===== config.mk =====
export PLATFORM = sky130hd
export DESIGN_NAME = two_wire_sensor_serial_master
export DESIGN_NICKNAME = d
export VERILOG_FILES = /design/src/rtl/tws_pkg.sv /design/src/rtl/tws_cfg.sv /design/src/rtl/tws_core.sv /design/src/rtl/tws_skid.sv /design/src/rtl/two_wire_sensor_serial_master.sv
export SDC_FILE = /design/constraint.sdc
export NUM_CORES = 1
export LEC_CHECK = 0
export BUFFER_PORTS_ARGS = -buffer_cell sky130_fd_sc_hd__buf_2
export CAP_MARGIN = 20
export CORE_MARGIN = 4
export CORE_UTILIZATION = 55
export DETAILED_ROUTE_END_ITERATION = 12
export PLACE_DENSITY = 0.76
export SKIP_LAST_GASP = 1
export SYNTH_ARGS = -nofsm -noshare
export SYNTH_HDL_FRONTEND = slang
export SYNTH_SLANG_ARGS = --single-unit

===== constraint.sdc =====
create_clock -name clk_i -period 5.96 [get_ports clk_i]
set_input_delay 1.788 -clock clk_i [delete_from_list [all_inputs] [get_ports clk_i]]
set_output_delay 1.788 -clock clk_i [all_outputs]
set_load 0.005 [all_outputs]

===== src/rtl/tws_pkg.sv =====
`timescale 1ns / 1ps
// Shared types for the two-wire sensor serial master.
// Beat structs, configuration set, register indexes and sequencer phases. No dependencies.
package tws_pkg;

  typedef enum logic [1:0] {
    CFG_HALF_PERIOD   = 2'd0,
    CFG_HANDOFF       = 2'd1,
    CFG_READ_RECOVERY = 2'd2,
    CFG_WRITE_GAP     = 2'd3
  } cfg_idx_e;

  typedef enum logic [2:0] {
    PH_IDLE  = 3'd0,
    PH_ADDR  = 3'd1,
    PH_WDATA = 3'd2,
    PH_WGAP  = 3'd3,
    PH_HAND  = 3'd4,
    PH_RDATA = 3'd5,
    PH_RREC  = 3'd6
  } phase_e;

  localparam int unsigned CfgWidth = 16;

  typedef struct packed {
    logic [7:0]  half_period_ticks;
    logic [15:0] handoff_ticks;
    logic [15:0] read_recovery_ticks;
    logic [15:0] write_gap_ticks;
  } cfg_t;

  typedef struct packed {
    logic       start_req;
    logic       opcode;
    logic [6:0] reg_addr;
    logic [7:0] write_data;
    logic       sdio_in;
  } in_beat_t;

  typedef struct packed {
    logic       sclk;
    logic       sdio_out;
    logic       sdio_drive;
    logic       busy_res;
    logic       done_res;
    logic [7:0] read_data;
  } out_beat_t;

endpackage


===== src/rtl/tws_cfg.sv =====
`timescale 1ns / 1ps
// Configuration register bank for the serial master.
// Depends on tws_pkg.
module tws_cfg (
  input  logic                          clk_i,
  input  logic                          rst_ni,
  input  logic                          cfg_we_i,
  input  tws_pkg::cfg_idx_e             cfg_idx_i,
  input  logic [tws_pkg::CfgWidth-1:0]  cfg_wdata_i,
  output tws_pkg::cfg_t                 cfg_o
);

  tws_pkg::cfg_t cfg_q, cfg_d;

  always_comb begin
    cfg_d = cfg_q;
    if (cfg_we_i) begin
      case (cfg_idx_i)
        tws_pkg::CFG_HALF_PERIOD:   cfg_d.half_period_ticks   = cfg_wdata_i[7:0];
        tws_pkg::CFG_HANDOFF:       cfg_d.handoff_ticks       = cfg_wdata_i;
        tws_pkg::CFG_READ_RECOVERY: cfg_d.read_recovery_ticks = cfg_wdata_i;
        tws_pkg::CFG_WRITE_GAP:     cfg_d.write_gap_ticks     = cfg_wdata_i;
        default: ;
      endcase
    end
  end

  always_ff @(posedge clk_i or negedge rst_ni) begin
    if (!rst_ni) begin
      cfg_q.half_period_ticks   <= 8'd1;
      cfg_q.handoff_ticks       <= 16'd200;
      cfg_q.read_recovery_ticks <= 16'd200;
      cfg_q.write_gap_ticks     <= 16'd100;
    end else begin
      cfg_q <= cfg_d;
    end
  end

  assign cfg_o = cfg_q;

endmodule


===== src/rtl/tws_core.sv =====
`timescale 1ns / 1ps
// Pin sequencer: state registers plus one tick of next-state and pin logic.
// Depends on tws_pkg.
module tws_core (
  input  logic               clk_i,
  input  logic               rst_ni,
  input  logic               step_i,
  input  tws_pkg::cfg_t      cfg_i,
  input  tws_pkg::in_beat_t  in_beat_i,
  output tws_pkg::out_beat_t res_o
);

  tws_pkg::phase_e phase_q, phase_d;
  logic [3:0]  bit_q, bit_d;
  logic [15:0] tick_q, tick_d;
  logic [7:0]  shift_q, shift_d;
  logic [7:0]  pend_q, pend_d;
  logic        wflag_q, wflag_d;
  logic        clk_lvl_q, clk_lvl_d;
  logic [7:0]  rcv_q, rcv_d;

  tws_pkg::phase_e ph;
  tws_pkg::phase_e target;
  logic        do_enter;
  logic        done;
  logic [7:0]  hp;
  logic [15:0] tick_inc;
  logic [15:0] limit;
  logic [3:0]  bit_inc;

  always_comb begin
    case (phase_q)
      tws_pkg::PH_ADDR, tws_pkg::PH_WDATA, tws_pkg::PH_WGAP, tws_pkg::PH_HAND,
      tws_pkg::PH_RDATA, tws_pkg::PH_RREC: ph = phase_q;
      default: ph = tws_pkg::PH_IDLE;
    endcase

    bit_d     = bit_q;
    tick_d    = tick_q;
    shift_d   = shift_q;
    pend_d    = pend_q;
    wflag_d   = wflag_q;
    clk_lvl_d = clk_lvl_q;
    rcv_d     = rcv_q;
    done      = 1'b0;
    do_enter  = 1'b0;
    target    = tws_pkg::PH_IDLE;
    limit     = 16'd0;

    if (ph == tws_pkg::PH_IDLE && in_beat_i.start_req) begin
      wflag_d   = in_beat_i.opcode;
      shift_d   = {in_beat_i.opcode, in_beat_i.reg_addr};
      pend_d    = in_beat_i.write_data;
      ph        = tws_pkg::PH_ADDR;
      bit_d     = 4'd0;
      tick_d    = 16'd0;
      clk_lvl_d = 1'b0;
    end

    res_o.sclk       = clk_lvl_d;
    res_o.busy_res   = (ph != tws_pkg::PH_IDLE);
    res_o.sdio_out   = (ph == tws_pkg::PH_ADDR || ph == tws_pkg::PH_WDATA) ? shift_d[7] : 1'b0;
    res_o.sdio_drive = !(ph == tws_pkg::PH_HAND || ph == tws_pkg::PH_RDATA);

    hp       = (cfg_i.half_period_ticks == 8'd0) ? 8'd1 : cfg_i.half_period_ticks;
    tick_inc = tick_d + 16'd1;
    bit_inc  = bit_d + 4'd1;

    case (ph)
      tws_pkg::PH_ADDR, tws_pkg::PH_WDATA, tws_pkg::PH_RDATA: begin
        if (tick_inc < {8'd0, hp}) begin
          tick_d = tick_inc;
        end else begin
          tick_d = 16'd0;
          if (!clk_lvl_d) begin
            clk_lvl_d = 1'b1;
          end else begin
            shift_d = {shift_d[6:0], (ph == tws_pkg::PH_RDATA) ? in_beat_i.sdio_in : 1'b0};
            if (bit_d >= 4'd7) begin
              do_enter = 1'b1;
              if (ph == tws_pkg::PH_ADDR) begin
                target = wflag_d ? tws_pkg::PH_WDATA : tws_pkg::PH_HAND;
              end else if (ph == tws_pkg::PH_WDATA) begin
                target = tws_pkg::PH_WGAP;
              end else begin
                target = tws_pkg::PH_RREC;
              end
            end else begin
              bit_d     = bit_inc;
              clk_lvl_d = 1'b0;
            end
          end
        end
      end
      tws_pkg::PH_WGAP, tws_pkg::PH_HAND, tws_pkg::PH_RREC: begin
        case (ph)
          tws_pkg::PH_WGAP: limit = cfg_i.write_gap_ticks;
          tws_pkg::PH_HAND: limit = cfg_i.handoff_ticks;
          default:          limit = cfg_i.read_recovery_ticks;
        endcase
        if (tick_inc >= limit) begin
          do_enter = 1'b1;
          target   = (ph == tws_pkg::PH_HAND) ? tws_pkg::PH_RDATA : tws_pkg::PH_IDLE;
        end else begin
          tick_d = tick_inc;
        end
      end
      default: ;
    endcase

    // zero-length waits fall through to the following phase
    if (target == tws_pkg::PH_HAND && cfg_i.handoff_ticks == 16'd0) begin
      target = tws_pkg::PH_RDATA;
    end
    if ((target == tws_pkg::PH_WGAP && cfg_i.write_gap_ticks == 16'd0) ||
        (target == tws_pkg::PH_RREC && cfg_i.read_recovery_ticks == 16'd0)) begin
      target = tws_pkg::PH_IDLE;
    end

    if (do_enter) begin
      ph     = target;
      tick_d = 16'd0;
      bit_d  = 4'd0;
      case (target)
        tws_pkg::PH_WDATA: begin
          shift_d   = pend_d;
          clk_lvl_d = 1'b0;
        end
        tws_pkg::PH_RDATA: begin
          shift_d   = 8'd0;
          clk_lvl_d = 1'b0;
        end
        tws_pkg::PH_IDLE: begin
          done = 1'b1;
          if (!wflag_d) begin
            rcv_d = shift_d;
          end
        end
        default: ;
      endcase
    end

    phase_d        = ph;
    res_o.done_res  = done;
    res_o.read_data = rcv_d;
  end

  always_ff @(posedge clk_i or negedge rst_ni) begin
    if (!rst_ni) begin
      phase_q   <= tws_pkg::PH_IDLE;
      bit_q     <= 4'd0;
      tick_q    <= 16'd0;
      shift_q   <= 8'd0;
      pend_q    <= 8'd0;
      wflag_q   <= 1'b0;
      clk_lvl_q <= 1'b0;
      rcv_q     <= 8'd0;
    end else if (step_i) begin
      phase_q   <= phase_d;
      bit_q     <= bit_d;
      tick_q    <= tick_d;
      shift_q   <= shift_d;
      pend_q    <= pend_d;
      wflag_q   <= wflag_d;
      clk_lvl_q <= clk_lvl_d;
      rcv_q     <= rcv_d;
    end
  end

endmodule


===== src/rtl/tws_skid.sv =====
`timescale 1ns / 1ps
// Output register with one skid entry; stall toward the source is registered.
// Depends on tws_pkg.
module tws_skid (
  input  logic                clk_i,
  input  logic                rst_ni,
  input  logic                in_valid_i,
  output logic                in_stall_o,
  input  tws_pkg::out_beat_t  in_beat_i,
  output logic                out_valid_o,
  input  logic                out_stall_i,
  output tws_pkg::out_beat_t  out_beat_o
);

  logic               out_valid_q, out_valid_d;
  logic               skid_full_q, skid_full_d;
  tws_pkg::out_beat_t out_q, out_d;
  tws_pkg::out_beat_t skid_q, skid_d;
  logic               accept;

  assign in_stall_o = skid_full_q;
  assign accept     = in_valid_i && !skid_full_q;

  always_comb begin
    out_valid_d = out_valid_q;
    skid_full_d = skid_full_q;
    out_d       = out_q;
    skid_d      = skid_q;
    if (!out_valid_q || !out_stall_i) begin
      if (skid_full_q) begin
        out_d       = skid_q;
        out_valid_d = 1'b1;
        skid_full_d = 1'b0;
      end else begin
        out_d       = in_beat_i;
        out_valid_d = accept;
      end
    end else if (accept) begin
      skid_d      = in_beat_i;
      skid_full_d = 1'b1;
    end
  end

  always_ff @(posedge clk_i or negedge rst_ni) begin
    if (!rst_ni) begin
      out_valid_q <= 1'b0;
      skid_full_q <= 1'b0;
    end else begin
      out_valid_q <= out_valid_d;
      skid_full_q <= skid_full_d;
    end
  end

  always_ff @(posedge clk_i) begin
    out_q  <= out_d;
    skid_q <= skid_d;
  end

  assign out_valid_o = out_valid_q;
  assign out_beat_o  = out_q;

endmodule


===== src/rtl/two_wire_sensor_serial_master.sv =====
`timescale 1ns / 1ps
// Two-wire half-duplex serial master for a sensor register port.
// Top level; uses tws_pkg, tws_cfg, tws_core and tws_skid.
//
// Each input beat is one sequencer tick carrying an optional read/write
// request and the sampled data pin; each accepted beat yields exactly one
// output beat with the pin levels, busy/done flags and the last read byte.
// Throughput: one beat per cycle while in_stall_o is low. The tick's logic
// runs between the state registers and the output register, so each result
// is registered there, or in the skid entry while the receiver stalls.
// The output side has an output register plus one skid entry: the input is
// taken while a result waits, and in_stall_o rises only once the skid entry
// is full, i.e. after a beat has been taken while the receiver stalled.
// Reset puts the sequencer idle with sclk low, clears the output side and
// loads default timing (half period 1, handoff 200, recovery 200, gap 100).
// Configuration writes take effect at the next edge; change them only idle.
module two_wire_sensor_serial_master (
  input  logic                          clk_i,
  input  logic                          rst_ni,
  input  logic                          cfg_we_i,
  input  tws_pkg::cfg_idx_e             cfg_idx_i,
  input  logic [tws_pkg::CfgWidth-1:0]  cfg_wdata_i,
  input  logic                          in_valid_i,
  output logic                          in_stall_o,
  input  tws_pkg::in_beat_t             in_beat_i,
  output logic                          out_valid_o,
  input  logic                          out_stall_i,
  output tws_pkg::out_beat_t            out_beat_o
);

  tws_pkg::cfg_t      cfg;
  tws_pkg::out_beat_t res;
  logic               step;

  assign step = in_valid_i && !in_stall_o;

  tws_cfg u_cfg (
    .clk_i       (clk_i),
    .rst_ni      (rst_ni),
    .cfg_we_i    (cfg_we_i),
    .cfg_idx_i   (cfg_idx_i),
    .cfg_wdata_i (cfg_wdata_i),
    .cfg_o       (cfg)
  );

  tws_core u_core (
    .clk_i     (clk_i),
    .rst_ni    (rst_ni),
    .step_i    (step),
    .cfg_i     (cfg),
    .in_beat_i (in_beat_i),
    .res_o     (res)
  );

  tws_skid u_skid (
    .clk_i       (clk_i),
    .rst_ni      (rst_ni),
    .in_valid_i  (in_valid_i),
    .in_stall_o  (in_stall_o),
    .in_beat_i   (res),
    .out_valid_o (out_valid_o),
    .out_stall_i (out_stall_i),
    .out_beat_o  (out_beat_o)
  );

endmodule


==> metrics.md, run 1 <==
| Metric | Value |
|---|---|
| Run status | `finished clean` |
| Ant diodes | `0` |
| Post-synthesis cell count | `668` |
| Drt first pass iters | `5` |
| Sw Ratio | `30.05%` |
| Syn Nets | `between 700 and 800` |
| DRT iter0 DRCs | `about 560` |
| TNS Setup | `0 ns` |
| Syn. warnings | `0` |
| CTS Hold Bufs | `0` |
| Synth Flop Type | `dfrtp_1` |
| Placer congestion estimate | `0.9194` |
| R2R cell count | `18` |
| Largest net degree at the start of global routing | `73` |
| # DRC | `0` |
| Root buf cell | `clkbuf_16` |
| Die Y | `around 120 um` |
| Worst setup endpoint | `u_skid.out_beat_o[4]` |
| Post_cts resized | `0` |
| Crit Path Max Fanout | `10` |
| Worst min-delay path category | `register to register` |
| Combinational power share | `a little under a quarter` |
| Synth area leaders | `dfrtp_1, mux2_2, edfxtp_1` |
| Peak supply drop | `225.5 uV` |
| Cell taking the most area after synthesis | `dfrtp_1` |
| I/O Buffers | `55` |
| Worst setup SP type | `input pin` |
| Number of global-route vias before repair | `5946` |
| Sum of buffers and inverters on the critical path | `2` |
| Net Switching | `approximately 870 uW` |
| Vias per Instance | `6.279` |
| Worst-Margin Slew | `around 1.1 ns` |
| I/O pins | `56` |
| Final Net Count | `~800` |
| Worst path depth | `19` |
| Core area | `about 13000 um2` |
| Final Power | `roughly 2.9 mW` |
| Crit path time final | `between 5 and 6 ns` |
| Critical path class | `input pin to register` |
| Setup bufs post-CTS | `0` |
| Period utilization | `between 90% and 100%` |
| Worst R2R Setup Slack | `roughly 0.93 ns` |
| Final setup viols | `0` |
| Area Growth Syn to Fin | `18.62%` |
| CP max stage delay | `roughly 0.55 ns` |
| Synth Register Bits | `133` |
| Fill cells | `about 980` |
| Slew Viols, Final | `0` |
| Top cell type's share of synthesized area | `between 30 and 40%` |
| WL final | `19000 um` |
| GRT Residual Overflow | `0` |
| Initial antenna violation count | `0` |
| Clock group share of total power | `between 30 and 40%` |
| Sequential share of power | `41.9%` |
| Relative slew slack | `between 20% and 30%` |
| PD cells | `approximately 330 nW/um2` |
| CP delay by family, top | `simple AND/OR/NAND/NOR gates` |
| Worst EP required | `about 6.1 ns` |
| CTS Sinks | `~130` |
| RSZ-0062 raised after global routing | `yes` |
| CTS Buf Count | `17` |
| Total number of vias | `5921` |
| Max Cap Violations | `0` |
| Total track usage | `a little over a quarter` |
| Int Power | `roughly 2.0 mW` |
| Layout cells sized above 1 | `a little under a third` |
| Avg Synthesized Cell Area | `around 11 um2` |
| Clock-pin slew on the worst setup and hold paths | `around 0.060 ns` |
| Worst r2r src | `u_core.phase_q[2]` |
| Post-synth EDFFs | `26` |
| Slowest-stage cell, CP | `or4b_4` |
| Syn Std Cell Area | `7312 um2` |
| Critical Path, Cell by Cell | `buf_2 > or4b_4 > and3_4 > ha_4 > and4_1 > nand2_1 > xor2_1 > nor2_1 > ha_1 > a21oi_1 > nand2_1 > a211o_1 > or4b_4 > a2111o_1 > a22oi_2 > o211ai_4 > buf_4 > and3_1 > a221o_1` |
| Hold Vio Cnt, Final | `0` |
| Initial core utilization | `57.01%` |
| CP Capture Type | `register` |
| Origin of the worst setup path | `in_beat_i[17]` |
| Critical Path AT | `just under 6 ns` |
| H-tree Lvls | `4` |
| Die width | `123.3 um` |
| Pleak | `roughly 3.8 nW` |
| Core Rows | `~40` |
| Worst reg2reg path endpoint | `u_skid.out_beat_o[4]` |
| Avg WL per Cell | `around 20 um` |
| Deepest clock path buffer count | `2` |
| CTS tree | `yes` |
| Post-detailed-route count of antenna-violating nets | `0` |
| Sequential fraction of the synthesis area | `47.47%` |
| Die ar. | `~15000 um2` |
| Worst skew pair latency | `0.43 ns` |
| WHS Path Cells | `2` |
| Placed wire-length estimate | `between 10000 and 15000 um` |
| Worst clock skew | `between 0.01 and 0.015 ns` |
| Library cells used by synthesis | `68` |
| Ys async rst share | `80.45%` |
| First-pass GRT wire length | `31190 um` |
| Peak Freq | `approximately 0.17 GHz` |
Yosys cell counts, types with 5 or more instances:
| library cell | n |
|---|---|
| a221o_1 | 5 |
| a21o_1 | 6 |
| dfrtp_1 | 97 |
| o21ai_0 | 27 |
| dfstp_2 | 10 |
| clkbuf_1 | 24 |
| a2bb2oi_1 | 8 |
| and3_1 | 12 |
| mux2_2 | 83 |
| a21oi_1 | 44 |
| nand3_1 | 15 |
| mux2i_1 | 17 |
| nand2_1 | 57 |
| ha_1 | 25 |
| edfxtp_1 | 26 |
| nand4_1 | 11 |
| xnor2_1 | 6 |
| nor4_1 | 15 |
| nor2_1 | 46 |
| a22o_1 | 25 |
| inv_1 | 14 |
| o211ai_1 | 6 |
per-stage QoR:
| stage | worst slack [ns] | util (%) | hold WS (ns) | std cells | cell area (um2) |
|---|---|---|---|---|---|
| floorplan | -0.1719 | - | 0.4450 | 668 | 7382 |
| global placement | -0.2024 | 63.07 | 0.4681 | 910 | 8089 |
| detailed placement | -0.2667 | 63.07 | 0.4742 | 910 | 8089 |
| CTS | 0.1702 | 67.36 | 0.5017 | 942 | 8638 |
| global route | -0.008260 | 67.63 | 0.5182 | 943 | 8673 |
| finish | 0.1662 | 67.63 | 0.4988 | 943 | 8673 |
flip-flops by register name, summed over array words and instances (netlist names):
signal,count
u_skid.out_valid_o,1
u_core.pend_q,8
u_core.bit_q,4
u_skid.skid_q,13
u_core.phase_q,3
u_core.rcv_q,8
u_cfg.cfg_o,56
u_skid.in_stall_o,1
u_core.tick_q,16
u_skid.out_beat_o,13
u_core.wflag_q,1
u_core.shift_q,8
u_core.clk_lvl_q,1
worst reg2reg max path: stages (launching register included):
cell	delay (ns)
dfrtp_1	0.56
or4b_4	0.64
and3_4	0.20
ha_4	0.16
and4_1	0.16
nand2_1	0.08
xor2_1	0.15
nor2_1	0.08
ha_1	0.30
a21oi_1	0.14
nand2_1	0.06
a211o_1	0.25
or4b_4	0.55
a2111o_1	0.36
a22oi_2	0.21
o211ai_4	0.20
buf_4	0.23
and3_1	0.19
a221o_1	0.25
layout by cell type, fill, tap and decap left out, drive strengths merged, types with 11 or more instances in the layout:
cell type and count:
a21oi 44, a22o 25, and3 12, buf 100
clkbuf 20, dfrtp 97, edfxtp 26, ha 25
inv 14, mux2 83, mux2i 18, nand2 58
nand3 15, nand4 11, nor2 47, nor4 15
o21ai 27
worst min path at each step:
stage | from | end | slack (ns)
global placement | u_core.bit_q[0] | u_core.bit_q[0] | 0.47
global route | u_core.pend_q[5] | u_core.pend_q[5] | 0.52
floorplan | u_core.bit_q[0] | u_core.bit_q[0] | 0.44
CTS | u_core.pend_q[7] | u_core.pend_q[7] | 0.50
detailed placement | u_core.pend_q[7] | u_core.pend_q[7] | 0.47
finish | u_core.pend_q[7] | u_core.pend_q[7] | 0.50
cell type report:
| class | instances | area, um2 | area share, % |
|---|---|---|---|
| inverter | 14 | 52.55 | 0.6059 |
| tap | 172 | 215.2 | 2.481 |
| clock inverter | 12 | 112.6 | 1.298 |
| timing repair buffer | 100 | 619.3 | 7.141 |
| clock buffer | 20 | 436.7 | 5.035 |
| multi-input combinational | 492 | 3766 | 43.42 |
| sequential | 133 | 3471 | 40.02 |
power groups by stage:
| stage | combinational (mW) | clock, mW | sequential (mW) |
|---|---|---|---|
| CTS | 0.692 | 1.00 | 1.21 |
| global route | 0.769 | 1.04 | 1.23 |
| floorplan | 0.449 | 0 | 1.18 |
| finish | 0.698 | 0.990 | 1.22 |
| detailed placement | 0.683 | 0 | 1.23 |
| global placement | 0.653 | 0 | 1.22 |
layer usage:
metal	global-route usage (%)	up-vias	wire length [um]
met5	0	-	0
met3	5.901	47	1395
met4	9.066	0	414
li1	-	2714	-
met1	37.03	2912	8116
met2	41.66	248	9071
cells by family (layout without fill, tap and decap cells):
group                    count (synthesis)  in the layout  share of synthesized area, %
AO/OA/AOI/OAI                          162            162                         16.05
XOR/XNOR                                10             10                         1.198
adder cells (fa/ha/maj)                 25             25                         4.278
buffers and inverters                   43            146                         2.310
flip-flops                             133            133                         47.47
multiplexers                           101            101                         15.30
AND/OR/NAND/NOR                        194            194                         13.40
(Power assumes the default switching activity.)
==> run 2: changes to the inputs <==
Settings changed: CORE_ASPECT_RATIO set to 0.8.
Clock period 5.96 ns to 6.71 ns, I/O delays scaled along.
==> run 2 against run 1 <==
  * Highest routed layer unchanged
  * First-iteration DRC count up 14%
  * Combinational power down 17%
  * Critical path depth down 1
  * Sequential share of layout area up 0.72 points
  * Routed wire length down 2.7%
  * Core utilization down 1.7 points
  * Setup slack better by 0.30 ns
  * Hold slack worse by 0.010 ns
  * Cell count down 1.6%
==> metrics.md, run 2 (synthesis results as in run 1) <==
| Metric | Value |
|---|---|
| I/O pins | `between 50 and 60` |
| Post_cts resized | `0` |
| Setup bufs post-CTS | `0` |
| Drt first pass iters | `6` |
| Area Growth Syn to Fin | `16.51%` |
| Run status | `finished clean` |
| Avg WL per Cell | `~20 um` |
| CTS Sinks | `133` |
| Hold Vio Cnt, Final | `0` |
| Die width | `136.9 um` |
| Peak supply drop | `201.5 uV` |
| WL final | `~18000 um` |
| Peak Freq | `0.1601 GHz` |
| Max FFs per register | `56` |
| Worst skew pair latency | `roughly 0.42 ns` |
| Root buf cell | `clkbuf_16` |
| DRT iter0 DRCs | `roughly 640` |
| PD cells | `between 300 and 400 nW/um2` |
| Most frequent cells in the layout | `dfrtp_1, mux2_2, nand2_1` |
| Met3 usage | `roughly 6.7%` |
| Worst-Margin Slew | `~1.1 ns` |
| Final Power | `about 2.6 mW` |
| First-pass GRT wire length | `30450 um` |
| Max Cap Violations | `0` |
| CTS Hold Bufs | `0` |
| Clock-pin slew on the worst setup and hold paths | `0.06 ns` |
| Worst EP required | `just under 7 ns` |
| Initial antenna violation count | `0` |
| Core Rows | `37` |
| Met1 GRT Util | `between 30% and 40%` |
| Placed Area | `between 7000 and 8000 um2` |
| Worst clock skew | `around 0.0087 ns` |
| Hold Slack | `a little under 0.5 ns` |
| Core Util, Final | `65.96%` |
| GRT Residual Overflow | `0` |
| Period utilization | `between 90 and 100%` |
| Placed wire-length estimate | `between 10000 and 15000 um` |
| Die ar. | `15210 um2` |
| Layout cells sized above 1 | `28.82%` |
| I/O Buffers | `between 50 and 60` |
| Vias per Instance | `roughly 6.4` |
| TNS Setup | `0 ns` |
| CTS Buf Count | `17` |
| Final Net Count | `806` |
| Pleak | `between 3 and 4 nW` |
| Critical path class | `input pin to register` |
| Post-detailed-route count of antenna-violating nets | `0` |
| Slew Viols, Final | `0` |
| Met2 GRT Util | `between 30 and 40%` |
| CTS tree | `yes` |
| # DRC | `0` |
| Worst setup SP type | `input pin` |
| Core area | `between 10000 and 15000 um2` |
| Placer congestion estimate | `just under 1` |
| H-tree Lvls | `4` |
| Deepest clock path buffer count | `2` |
| Total number of vias | `around 6000` |
| RSZ-0062 raised after global routing | `no` |
| CP Capture Type | `register` |
| Total track usage | `25.69%` |
| Die Y | `roughly 110 um` |
| Crit path time final | `6.247 ns` |
| Initial core utilization | `between 50% and 60%` |
| Crit Path Max Fanout | `7` |
| Number of global-route vias before repair | `~5800` |
| Worst min-delay path category | `register to register` |
| Critical Path AT | `around 6.4 ns` |
| Post-route cell area | `~8500 um2` |
| Final setup viols | `0` |
| Commonest non-fill, non-tap cell in the layout | `dfrtp_1` |
| Largest net degree at the start of global routing | `between 50 and 60` |
| Relative slew slack | `between 20% and 30%` |
| Ant diodes | `0` |
| Grt peak-use layer | `met1` |
## run 2: critical path, cell delays in order
cell and delay (ns):
buf_2 0.09, or4b_1 0.50, and3_1 0.20, ha_1 0.21
and4_1 0.22, nand2_1 0.08, xor2_1 0.15, nor2_1 0.08
ha_1 0.33, a21oi_1 0.13, nand2_1 0.06, a211o_1 0.29
or4b_4 0.52, a2111oi_4 0.31, nor4b_1 0.15, o211ai_4 0.39
mux2_2 0.40, mux2_2 0.27
## run 2: where the power goes
group	internal, mW	switching (mW)	leakage, nW	total (mW)
Sequential	0.965	0.113	1.55	1.08
Clock	0.620	0.349	0.297	0.969
Combinational	0.268	0.314	1.85	0.582
Total	1.85	0.776	3.70	2.63
## run 2: per-stage QoR
| step | setup slack, ns | cells |
|---|---|---|
| 2_1_floorplan | 0.1585 | 668 |
| 6_report | 0.4628 | 928 |
| 4_1_cts | 0.4981 | 927 |
| 5_1_grt | 0.2639 | 928 |
| 3_5_place_dp | 0.08944 | 895 |
| 3_3_place_gp | 0.1484 | 895 |
## run 2: routing by layer
layer | part of all wire [%] | wire length, um
met5 | 0 | 0
met3 | 7.2 | 1339
met4 | 1.3 | 240
met1 | 46 | 8576
met2 | 45 | 8337
## run 2: cell type report
cell class                 count  area [um2]
clock inverter                13       180.2
clock buffer                  19       432.9
multi-input combinational    492        3680
sequential                   133        3471
tap                          175       219.0
inverter                      14       52.55
timing repair buffer          82       484.2
fill                         993        4397
## run 2: worst paths after layout
path	cells past startpoint	endpoint	startpoint	slack [ns]
max reg2reg	17	u_skid.out_beat_o[2]	u_core.phase_q[2]	1.41
min in group asynchronous	1	u_cfg.cfg_o[17]	rst_ni	1.62
max in group asynchronous	2	u_core.rcv_q[2]	rst_ni	3.93
min	1	u_core.bit_q[1]	u_core.bit_q[1]	0.49
max	18	u_skid.out_beat_o[2]	in_beat_i[17]	0.46
min reg2reg	1	u_core.bit_q[1]	u_core.bit_q[1]	0.49
